$ cat config.mk
export PLATFORM = sky130hd
export DESIGN_NAME = tcm_divider
export DESIGN_NICKNAME = d
export VERILOG_FILES = /design/src/hdl/tcm_pkg.sv /design/src/hdl/tcm_divider.sv
export SDC_FILE = /design/constraint.sdc
export NUM_CORES = 1
export LEC_CHECK = 0
export BUFFER_PORTS_ARGS = -buffer_cell sky130_fd_sc_hd__buf_2
export CAP_MARGIN = 40
export CELL_PAD_IN_SITES_DETAIL_PLACEMENT = 1
export CELL_PAD_IN_SITES_GLOBAL_PLACEMENT = 2
export CORE_MARGIN = 3
export CORE_UTILIZATION = 46
export DETAILED_ROUTE_END_ITERATION = 16
export HOLD_SLACK_MARGIN = 0.08
export PLACE_DENSITY_LB_ADDON = 0.1
export SLEW_MARGIN = 20
export SYNTH_ARGS = -nofsm -noshare
export SYNTH_HDL_FRONTEND = slang
export SYNTH_SLANG_ARGS = --single-unit
$ cat constraint.sdc
create_clock -name clk -period 15.3 [get_ports clk]
set_clock_uncertainty 0.15 [all_clocks]
set_input_delay 0.765 -clock clk [delete_from_list [all_inputs] [get_ports clk]]
set_output_delay 0.765 -clock clk [all_outputs]
set_load 0.1 [all_outputs]
$ cat src/hdl/tcm_pkg.sv
package tcm_pkg;

  // Notch ranges
  localparam int DRIVE_STEPS = 31;
  localparam int BRAKE_STEPS = 15;

  // Electrical constants
  localparam int CATENARY_MV  = 1500000;
  localparam int EMF_PER_KMH  = 6000;
  localparam int R_MAX_MOHM   = 1000;
  localparam int R_MIN_MOHM   = 300;
  localparam int R_SPAN_MOHM  = R_MAX_MOHM - R_MIN_MOHM;
  localparam int CURRENT_FS_A = 2000;
  localparam int METER_FS     = 3750;
  localparam int SENSE_FACTOR = 600;
  localparam int SENSE_DIV    = 1000;
  localparam int OVER_LIMIT_A = 1800;

  // floor(SENSE_FACTOR * mv / SENSE_DIV) > OVER_LIMIT_A  <=>  mv >= OVER_MV
  localparam int OVER_MV = ((OVER_LIMIT_A + 1) * SENSE_DIV + SENSE_FACTOR - 1) / SENSE_FACTOR;

  // meter = current * 3750 / 2000 = current * 15 / 8, exact
  localparam int METER_SHIFT = 3;
  localparam int METER_MUL   = METER_FS * (1 << METER_SHIFT) / CURRENT_FS_A;

  // Field widths
  localparam int STEP_W  = 6;
  localparam int SPEED_W = 8;
  localparam int MV_W    = 12;
  localparam int CFG_W   = 5;
  localparam int METER_W = 12;
  localparam int CUR_W   = 11;

  // Internal widths
  localparam int NOTCH_W = 5;   // zone position and zone length
  localparam int RN_W    = 15;  // 700 * position
  localparam int RCP_W   = 21;  // ceil(2^20 / len)
  localparam int RCP_SH  = 20;
  localparam int PROD_W  = RN_W + RCP_W;
  localparam int RES_W   = 10;  // resistance, 300..1000 mohm
  localparam int EMF_W   = 21;  // speed * 6000
  localparam int NUM_W   = 21;  // catenary minus emf
  localparam int DEN_W   = RES_W + 1;
  localparam int QUOT_W  = 13;  // up to 1500000 / 300
  localparam int REM_W   = DEN_W;
  localparam int MSCALE_W = CUR_W + 4;

  // Long division: bits of quotient per pipeline stage
  localparam int DIV_BITS   = 3;
  localparam int DIV_STAGES = (QUOT_W + DIV_BITS - 1) / DIV_BITS;

  // Reciprocals for exact floor(n / len), n < 2^15, len 1..31
  localparam logic [RCP_W-1:0] RECIP [32] = '{
    21'd0,       21'd1048576, 21'd524288,  21'd349526,
    21'd262144,  21'd209716,  21'd174763,  21'd149797,
    21'd131072,  21'd116509,  21'd104858,  21'd95326,
    21'd87382,   21'd80660,   21'd74899,   21'd69906,
    21'd65536,   21'd61681,   21'd58255,   21'd55189,
    21'd52429,   21'd49933,   21'd47663,   21'd45591,
    21'd43691,   21'd41944,   21'd40330,   21'd38837,
    21'd37450,   21'd36158,   21'd34953,   21'd33826
  };

  typedef struct packed {
    logic signed [STEP_W-1:0] notch;
    logic [SPEED_W-1:0]       speed;
    logic                     coupling_series;
    logic [MV_W-1:0]          sense_mv;
  } tcm_in_t;

  typedef struct packed {
    logic [METER_W-1:0] meter_code;
    logic [CUR_W-1:0]   model_current_a;
    logic               overcurrent;
  } tcm_out_t;

endpackage

$ cat src/hdl/tcm_divider.sv
module tcm_divider (
  input  logic                      clk,
  input  logic                      rst,
  input  logic                      en,
  input  logic                      start,
  input  logic [tcm_pkg::NUM_W-1:0] num,
  input  logic [tcm_pkg::DEN_W-1:0] den,
  input  logic                      ovc_in,
  output logic                      done,
  output logic [tcm_pkg::QUOT_W-1:0] quot,
  output logic                      ovc_out
);
  import tcm_pkg::*;

  logic              valid [DIV_STAGES];
  logic [REM_W-1:0]  rem   [DIV_STAGES];
  logic [QUOT_W-1:0] nlo   [DIV_STAGES];
  logic [QUOT_W-1:0] quo   [DIV_STAGES];
  logic [DEN_W-1:0]  dreg  [DIV_STAGES];
  logic              ovc   [DIV_STAGES];

  for (genvar g = 0; g < DIV_STAGES; g++) begin : g_stg
    logic              v_in;
    logic [REM_W-1:0]  r_in;
    logic [QUOT_W-1:0] n_in;
    logic [QUOT_W-1:0] q_in;
    logic [DEN_W-1:0]  d_in;
    logic              o_in;
    logic [REM_W-1:0]  r_c;
    logic [QUOT_W-1:0] n_c;
    logic [QUOT_W-1:0] q_c;
    logic [REM_W:0]    trial;

    if (g == 0) begin : g_first
      // upper numerator bits are always below the divisor (>= 300)
      assign v_in = start;
      assign r_in = REM_W'(num[NUM_W-1:QUOT_W]);
      assign n_in = num[QUOT_W-1:0];
      assign q_in = '0;
      assign d_in = den;
      assign o_in = ovc_in;
    end else begin : g_next
      assign v_in = valid[g-1];
      assign r_in = rem[g-1];
      assign n_in = nlo[g-1];
      assign q_in = quo[g-1];
      assign d_in = dreg[g-1];
      assign o_in = ovc[g-1];
    end

    always_comb begin
      r_c   = r_in;
      n_c   = n_in;
      q_c   = q_in;
      trial = '0;
      for (int k = 0; k < DIV_BITS; k++) begin
        if (g * DIV_BITS + k < QUOT_W) begin
          trial = {r_c, n_c[QUOT_W-1]};
          n_c   = {n_c[QUOT_W-2:0], 1'b0};
          if (trial >= {1'b0, d_in}) begin
            r_c = REM_W'(trial - {1'b0, d_in});
            q_c = {q_c[QUOT_W-2:0], 1'b1};
          end else begin
            r_c = trial[REM_W-1:0];
            q_c = {q_c[QUOT_W-2:0], 1'b0};
          end
        end
      end
    end

    always_ff @(posedge clk) begin
      if (rst) begin
        valid[g] <= 1'b0;
      end else if (en) begin
        valid[g] <= v_in;
      end
    end

    always_ff @(posedge clk) begin
      if (en) begin
        rem[g]  <= r_c;
        nlo[g]  <= n_c;
        quo[g]  <= q_c;
        dreg[g] <= d_in;
        ovc[g]  <= o_in;
      end
    end
  end

  assign done    = valid[DIV_STAGES-1];
  assign quot    = quo[DIV_STAGES-1];
  assign ovc_out = ovc[DIV_STAGES-1];

endmodule

==> results of run 1 <==
## stage by stage
stage | hold WS [ps] | std cells | setup slack, ps
final | 269 | 1584 | 7330
after global routing | 273 | 1584 | 6680
after CTS | 273 | 1583 | 7390
after detailed placement | 256 | 1551 | 7310
after global placement | 251 | 1550 | 7300
after floorplan | 250 | 1171 | 8320
## cells in the final DEF (no fill, tap or decap), types with 8 or more instances in the layout
cell type  netlist  routed
o211ai_1         8       8
xnor2_1         56      56
nand3_1         13      13
fa_1            12      12
edfxtp_1       163     163
a21o_1          24      24
mux2_4           9       9
mux2_2          63      63
a221oi_1         8       8
buf_2            7      50
o21a_1          21      21
nor3_1          24      24
ha_1           141     141
nand2_1         54      54
nand4_1         21      21
and2_1          13      13
nor2b_1         24      24
a21boi_0         8       8
o21ai_0         43      43
o21ai_1         13      13
inv_1          116     116
clkbuf_16        0      17
or3_1            8       8
xor2_1          30      30
nor2_1          95      95
mux2i_1         16      16
a21oi_1         67      67
## cells in the mapped netlist, drive strengths merged (2+ instances only)
cell | n | share of area [%]
edfxtp | 163 | 39
ha | 141 | 14
inv | 117 | 3.5
nor2 | 97 | 3.0
mux2 | 75 | 7.1
a21oi | 70 | 2.9
o21ai | 60 | 2.5
nand2 | 57 | 1.8
xnor2 | 56 | 3.9
xor2 | 30 | 2.1
nor3 | 26 | 1.1
a21o | 25 | 1.5
nor2b | 25 | 1.3
nand4 | 21 | 1.1
o21a | 21 | 1.3
mux2i | 16 | 1.3
and2 | 13 | 0.65
nand3 | 13 | 0.52
buf | 12 | 0.67
fa | 12 | 1.9
a221oi | 10 | 0.81
o211ai | 10 | 0.69
a21boi | 8 | 0.48
o31ai | 8 | 0.59
or3 | 8 | 0.40
o21bai | 7 | 0.42
or2 | 7 | 0.35
a211oi | 6 | 0.40
a41oi | 6 | 0.42
nand2b | 6 | 0.30
a31o | 4 | 0.28
nor4 | 4 | 0.20
o2111ai | 4 | 0.33
nand3b | 3 | 0.18
o211a | 3 | 0.24
a311oi | 2 | 0.14
a31oi | 2 | 0.10
and4b | 2 | 0.16
nor4b | 2 | 0.14
o221ai | 2 | 0.14
or4 | 2 | 0.15
## final cells by class
class / count / area (µm²)
Clock buffer: 18 / 429
Clock inverter: 14 / 190
Fill cell: 2883 / 12600
Inverter: 117 / 439
Multi-Input combinational cell: 878 / 7000
Sequential cell: 163 / 4890
Tap cell: 335 / 419
Timing Repair Buffer: 59 / 338
## path summary, 6_finish.rpt
check	end	slack [ps]	cells past startpoint	startpoint
min	ovc[0][1]	270	0	ovc[0][0]
max reg2reg	rem[0][19]	7330	26	dreg[0][2]
max	rem[0][19]	7330	26	dreg[0][2]
min reg2reg	ovc[0][1]	270	0	ovc[0][0]
## cell families (layout without fill, tap and decap cells)
logic type / after synthesis / count (layout) / synth area share [%]
and+or+nand+nor: 291 / 291 / 11.6
buffers and inverters: 130 / 208 / 4.24
adders and majority gates: 153 / 153 / 16.1
DFF: 163 / 163 / 39.4
AOI/OAI and AO/OA: 257 / 257 / 14.1
xor gates and xnor gates: 86 / 86 / 6.07
muxes: 91 / 91 / 8.36
## layer usage
layer	vias up	share of wire (%)	wire (µm)	track usage (%)
li1	4444	-	-	-
met1	4337	47	14500	28.9
met2	106	50	15300	38.5
met3	21	2.2	689	2.97
met4	0	1.2	357	4.13
met5	-	0	0	0
## registers in the layout, summed over array words and instances (netlist names)
| name | cells |
|---|---|
| dreg | 44 |
| nlo | 22 |
| ovc | 5 |
| rem | 44 |
| quo | 43 |
| valid | 5 |
==> impl_metrics.yaml, run 1 <==
floorplan:
  ios: 52
  fp.dieW_um: 170
  core_area_um2: 26300
  start_util_pct: 47.3
  die_y_um: 170
  dieArea_um2: 29000
  rows: 59
layout:
  nets: 1426
  n_antenna_cell: 0
  utilization_pct: 52.2
  drive_gt1_share_pct: 16.1
  syn_to_final_growth_pct: 10.4
  fin_area_um2: 13700
sta:
  tightestPinTransition_ps: 822
  max_slew_margin_pct: 45.0
  hold_violations: 0
  period_needed_ps: 7970
  fin_crit_sh_pct: 52.1
  report.final.slew_viol_count: 0
  rsz0062_at_grt: "false"
  finalSetupViolCount: 0
  fmax_mhz: 126
  fin_tns_setup_ps: 0
place:
  port_buffers: 51
  routabilityCongestion: 0.899
  dp_hpwl_um: 24100
  dpl_cell_area_um2: 13100
worst_hold_path:
  min_path_type: "reg -> reg"
setup_path:
  crit_required_ps: 15330
  cp_common_cell: "a21oi_1"
  worstPathArrival_ps: 8000
  endpoint_kind: "flip-flop"
  worst-path-max-fanout: 15
  cp_slowest_cell: "nand3_1"
  cp_slowest_stage_delay_ps: 550
  crit_family: "compound AO/OA/AOI/OAI gates"
  critPathKind: "reg -> reg"
  path_buf_inv: 2
  crit_path_start_kind: "flip-flop"
global_routing:
  gr-usage-all-layers_pct: 21.8
  antenna_found_initial: 0
  grt_pass1_wl_um: 50000
  grt_pass1_vias: 9410
  grt_max_degree: 80
  overflow: 0
detailed_routing:
  routedWlPerCell_um: 19.5
  postRouteAntennaNets: 0
  drtPass1Iterations: 4
  post-route-drc-count: 0
  vias: 8908
  vias_per_cell: 5.62
  routed_wl_um: 30900
  drt_iter0_drc: 395
synthesis:
  synth_edf_count: 163
  synth_area_um2: 12400
  synth_cell_types: 75
  ys_warn_count: 0
  syn_area_per_cell_um2: 10.6
  seq_area_frac_synth_pct: 39.4
  synth_nets: 1361
  ys_async_sr_fraction_pct: 0
  synth_seq_cells: 163
  syn_inst: 1171
  ys.flop_type: "edfxtp_1"
cts:
  cts_buffer_depth: 2
  cts_tree: "yes"
  root_buffer: "clkbuf_16"
  cts_num_sinks: 163
  post_cts.repair.setup_buffers: 0
  clock_latency_ps: 440
  clk_pin_slew_ps: 80
  h-tree-depth: 4
  numCtsBuffers: 17
  ctsResizeCount: 0
  cts.hold.buffers_added: 0
job:
  drv_cap: 0
status:
  status: "complete, no violations"
Power of run 1 is not shown: default switching activity piles up to over one toggle a cycle in this logic, so the estimate is an artifact.
==> run 2: changes to the inputs <==
Settings changed: CORE_UTILIZATION 46 to 42.
Clock period 15.3 ns to 8.1 ns, I/O delays scaled along.
==> impl_metrics.yaml, run 2 (same netlist as run 1, synthesis figures left out) <==
floorplan:
  dieArea_um2: 31700
  start_util_pct: 42.9
  fp.dieW_um: 178
  ios: 52
  rows: 62
  core_area_um2: 28900
  die_y_um: 178
place:
  routabilityCongestion: 0.847
  port_buffers: 51
  dp_hpwl_um: 26600
  dpl_cell_area_um2: 13200
  dp_cells: 1606
detailed_routing:
  postRouteAntennaNets: 0
  wl_met3_um: 693
  vias_per_cell: 5.44
  drt_iter0_drc: 401
  routed-wl-met2_um: 16300
  routed_wl_um: 33400
  drtPass1Iterations: 5
  vias: 9041
  routedWlPerCell_um: 20.1
  wl_met1_um: 16000
  post-route-drc-count: 0
  dr.max_layer_used: "met4"
setup_path:
  worst-path-max-fanout: 11
  crit_path_start_kind: "flip-flop"
  r2r_slack_ps: 500
  rr_startpoint: "dreg[0][0]"
  r2r_cells: 27
  crit_start: "dreg[0][0]"
  crit_required_ps: 8130
  endpoint_kind: "flip-flop"
  critPathKind: "reg -> reg"
  worstPathArrival_ps: 7630
  worstReg2RegEnd: "rem[0][21]"
layout:
  largestRegisters: "dreg (44), rem (44), quo (43)"
  syn_to_final_growth_pct: 13.4
  instances_no_fill: 1663
  mostFrequentLayoutCells: "edfxtp_1, ha_1, inv_1"
  fin_area_um2: 14100
  n_antenna_cell: 0
  drive_gt1_share_pct: 16.2
  layout_commonest_cell: "edfxtp_1"
  fill_cells: 3214
  nets: 1457
sta:
  period_needed_ps: 7600
  fmax_mhz: 132
  whs_ps: 128
  report.final.slew_viol_count: 0
  fin_crit_sh_pct: 93.8
  finalSetupViolCount: 0
  max_slew_margin_pct: 63.5
  hold_violations: 0
  tightestPinTransition_ps: 542
worst_hold_path:
  hold_path_startpoint: "start"
  whs_endpoint: "valid[0]"
  min_path_type: "in -> reg"
  whs_path_depth: 2
cts:
  h-tree-depth: 4
  root_buffer: "clkbuf_16"
  clock_latency_ps: 440
  cts_tree: "yes"
  cts_num_sinks: 163
  clk_pin_slew_ps: 70
  cts_buffer_depth: 2
  numCtsBuffers: 17
global_routing:
  antenna_found_initial: 0
  grt_pass1_wl_um: 53100
  gr-usage-all-layers_pct: 21.8
  grt_pass1_vias: 9561
  overflow: 0
  grt_max_degree: 67
job:
  drv_cap: 0
status:
  status: "complete, no violations"
run 2: changes by cell type in the layout (fill, tap and decap cells not counted), sizes merged:
cell / before / now
inv: 124 / 120
clkinv: 1 / 3
bufinv: 3 / 4
dlygate4sd3: 0 / 22
clkbuf: 18 / 19
clkinvlp: 3 / 2
buf: 59 / 68
run 2: worst max path at each step:
stage          slack [ps]  depth (start not counted)         end
3_3_place_gp          360                         27  rem[0][21]
4_1_cts               190                         27  rem[0][21]
6_report              500                         27  rem[0][21]
3_5_place_dp          250                         27  rem[0][21]
2_1_floorplan        1440                         29  rem[0][36]
5_1_grt                -8                         30   rem[0][2]
run 2: area by class of cell:
cell class | instances | area, µm² | area share [%]
multi-input cells | 878 | 7010 | 49.8
flip-flops and latches | 163 | 4890 | 34.8
repair buffers | 90 | 649 | 4.61
well taps | 384 | 480 | 3.41
inverters | 117 | 439 | 3.12
clock buffers | 19 | 433 | 3.07
clock inverters | 12 | 178 | 1.26
run 2: repair_timing:
action | in CTS | in global routing
setup buffers | 0 | 3
resized for setup | 0 | 2
endpoints found under the hold margin | 21 | 1
setup endpoints to repair | 0 | 11
hold buffers | 21 | 1
run 2: worst max-delay path: stages, from the launching register on:
cell       delay, ps
edfxtp_1         510
ha_1             270
fa_1             420
nor2b_1          150
o21ai_1           90
a21oi_1          340
o31ai_1          150
nand3_1          210
buf_4            240
mux2_2           390
ha_1             390
nand2_1          110
o211ai_1         220
a221oi_2         120
o21ai_0          460
nor2_4           110
buf_4            160
buf_4            130
o31ai_1          410
ha_1             380
o2111ai_1        180
a31o_2           260
o211ai_1         160
a41o_1           240
a2111o_1         430
nand2_1          200
inv_2            150
mux2_2           310
run 2: per-layer routing:
metal | GRT usage, % | vias up
li1 | - | 4503
met1 | 29.4 | 4428
met2 | 37.6 | 82
met3 | 2.48 | 28
met4 | 4.71 | 0
met5 | 0 | -
run 2: stage by stage:
step	util, %	setup slack (ps)	setup TNS (ps)
5_1_grt	48.7	-7.57	-7.57
3_3_place_gp	45.5	361	0
4_1_cts	48.4	189	0
2_1_floorplan	-	1440	0
3_5_place_dp	45.6	251	0
6_report	48.7	499	0
Power of run 2 is left out for the same reason.
==> run 3: changes to the inputs <==
Settings changed: ABC_AREA set to 1, CORE_UTILIZATION 42 to 38.
==> impl_metrics.yaml, run 3 <==
cts:
  ctsResizeCount: 0
  cts_num_sinks: 163
  cts_buffer_depth: 2
  clk_pin_slew_ps: 70
  numCtsBuffers: 17
  root_buffer: "clkbuf_16"
  h-tree-depth: 4
  cts_tree: "yes"
  clock_latency_ps: 450
detailed_routing:
  drtPass1Iterations: 5
  wl_met1_um: 19700
  drt_iter0_drc: 630
  vias: 11500
  routed-wl-met2_um: 19800
  wl_met3_um: 876
  routedWlPerCell_um: 18.1
  postRouteAntennaNets: 0
  post-route-drc-count: 0
  dr.max_layer_used: "met4"
  routed_wl_um: 41000
  vias_per_cell: 5.07
sta:
  hold_violations: 0
  period_needed_ps: 6730
  fin_tns_setup_ps: 0
  fmax_mhz: 149
  max_slew_margin_pct: 49.8
  rsz0062_at_grt: "false"
  fin_crit_sh_pct: 83.1
  report.final.slew_viol_count: 0
  tightestPinTransition_ps: 751
  worst_slack_ps: 1370
  whs_ps: 113
  finalSetupViolCount: 0
job:
  drv_cap: 0
global_routing:
  grt_pass1_vias: 12200
  antenna_found_initial: 0
  gr-usage-all-layers_pct: 22.0
  grt_pass1_wl_um: 66100
  grt_max_degree: 92
  overflow: 0
setup_path:
  worstPathArrival_ps: 6890
  cp_slowest_stage_delay_ps: 530
  endpoint_kind: "flip-flop"
  crit_path_start_kind: "flip-flop"
  cp_slowest_cell: "edfxtp_1"
  critPathKind: "reg -> reg"
  crit_required_ps: 8260
  worst-path-max-fanout: 20
  cp_common_cell: "nand2_1"
synthesis:
  synth_nets: 1924
  syn_area_per_cell_um2: 7.83
  ys_async_sr_fraction_pct: 0
  synth_area_um2: 13600
  syn_inst: 1734
  seq_area_frac_synth_pct: 36.0
  synth_top_cell_area_share_pct: 36.0
  yosysMostFrequentCell: "nand2_1"
  synth_common_cells: "nand2_1, inv_1, edfxtp_1"
  synth_edf_count: 163
  synth_cell_types: 44
  yosysTopAreaCell: "edfxtp_1"
  ys_warn_count: 0
  ys_top_cells_by_area: "edfxtp_1, nand2_1, ha_1"
  ys.flop_type: "edfxtp_1"
  synth_seq_cells: 163
floorplan:
  dieArea_um2: 38000
  rows: 68
  die_y_um: 195
  core_area_um2: 34900
  fp.dieW_um: 195
  start_util_pct: 38.9
  ios: 52
layout:
  largestRegisters: "dreg (44), rem (44), quo (43)"
  fill_cells: 4305
  drive_gt1_share_pct: 8.31
  regArea_um2: 4890
  nets: 1994
  layout_commonest_cell: "nand2_1"
  multi_input_area_um2: 7570
  n_antenna_cell: 0
  instances_no_fill: 2272
  syn_to_final_growth_pct: 11.0
  mostFrequentLayoutCells: "nand2_1, inv_1, edfxtp_1"
status:
  status: "complete, no violations"
worst_hold_path:
  min_path_type: "in -> reg"
place:
  routabilityCongestion: 0.873
  dp_cells: 2218
  port_buffers: 51
  dp_hpwl_um: 32900
  pre_cts_ws_ps: 1290
==> run 3: changes by cell type in the layout (fill, tap and decap cells not counted), moves of 26 or more <==
cell	previous run	this run
nand3_1	13	114
nor2_1	95	121
nand2_1	54	547
mux2_2	63	0
a21oi_1	67	100
inv_1	116	233
==> run 3: worst paths after layout <==
kind	startpoint	to	slack, ps	cells after the start
setup / recovery	dreg[0][22]	rem[0][38]	1370	30
setup reg to reg	dreg[0][22]	rem[0][38]	1370	30
hold reg to reg	nlo[0][17]	nlo[0][32]	260	0
hold / removal	start	valid[0]	110	3
==> run 3: through the flow <==
step	instance area, µm²	util (%)
6_report	15100	43.2
5_1_grt	15100	43.2
4_1_cts	15000	43.1
3_5_place_dp	14200	40.8
3_3_place_gp	14200	40.7
2_1_floorplan	13600	-
==> run 3: logic make-up after synthesis <==
| logic type | count (synthesis) | share of synthesized area [%] |
|---|---|---|
| AO/OA/AOI/OAI | 196 | 8.29 |
| XOR/XNOR | 75 | 4.84 |
| buffers and inverters | 264 | 8.21 |
| AND/OR/NAND/NOR | 883 | 27.9 |
| adder cells (fa/ha/maj) | 153 | 14.8 |
| flip-flops | 163 | 36.0 |
==> run 3: layout make-up <==
type,instances,share of cell area (%)
Multi-Input combinational cell,1307,50.2
Sequential cell,163,32.5
Inverter,240,5.98
Tap cell,455,3.78
Timing Repair Buffer,75,3.54
Clock buffer,18,2.85
Clock inverter,14,1.14
==> run 3: timing repair <==
item,4_1_cts,5_1_grt
endpoints found under the hold margin,21,0
buffers inserted,0,0
hold buffers,21,0
==> run 3: routing by layer <==
layer / vias to the layer above / track usage, %
li1: 5850 / -
met3: 34 / 2.43
met5: - / 0
met4: 0 / 4.78
met1: 5515 / 29.8
met2: 127 / 37.9
==> run 3: worst max-delay path: cells and delay by family (launching register included) <==
family / cells / cell delay (ps)
and+or+nand+nor: 14 / 2400
buffers and inverters: 4 / 540
adders and majority gates: 4 / 1510
DFF: 1 / 530
AOI/OAI and AO/OA: 8 / 1460
Power of run 3 is left out for the same reason.
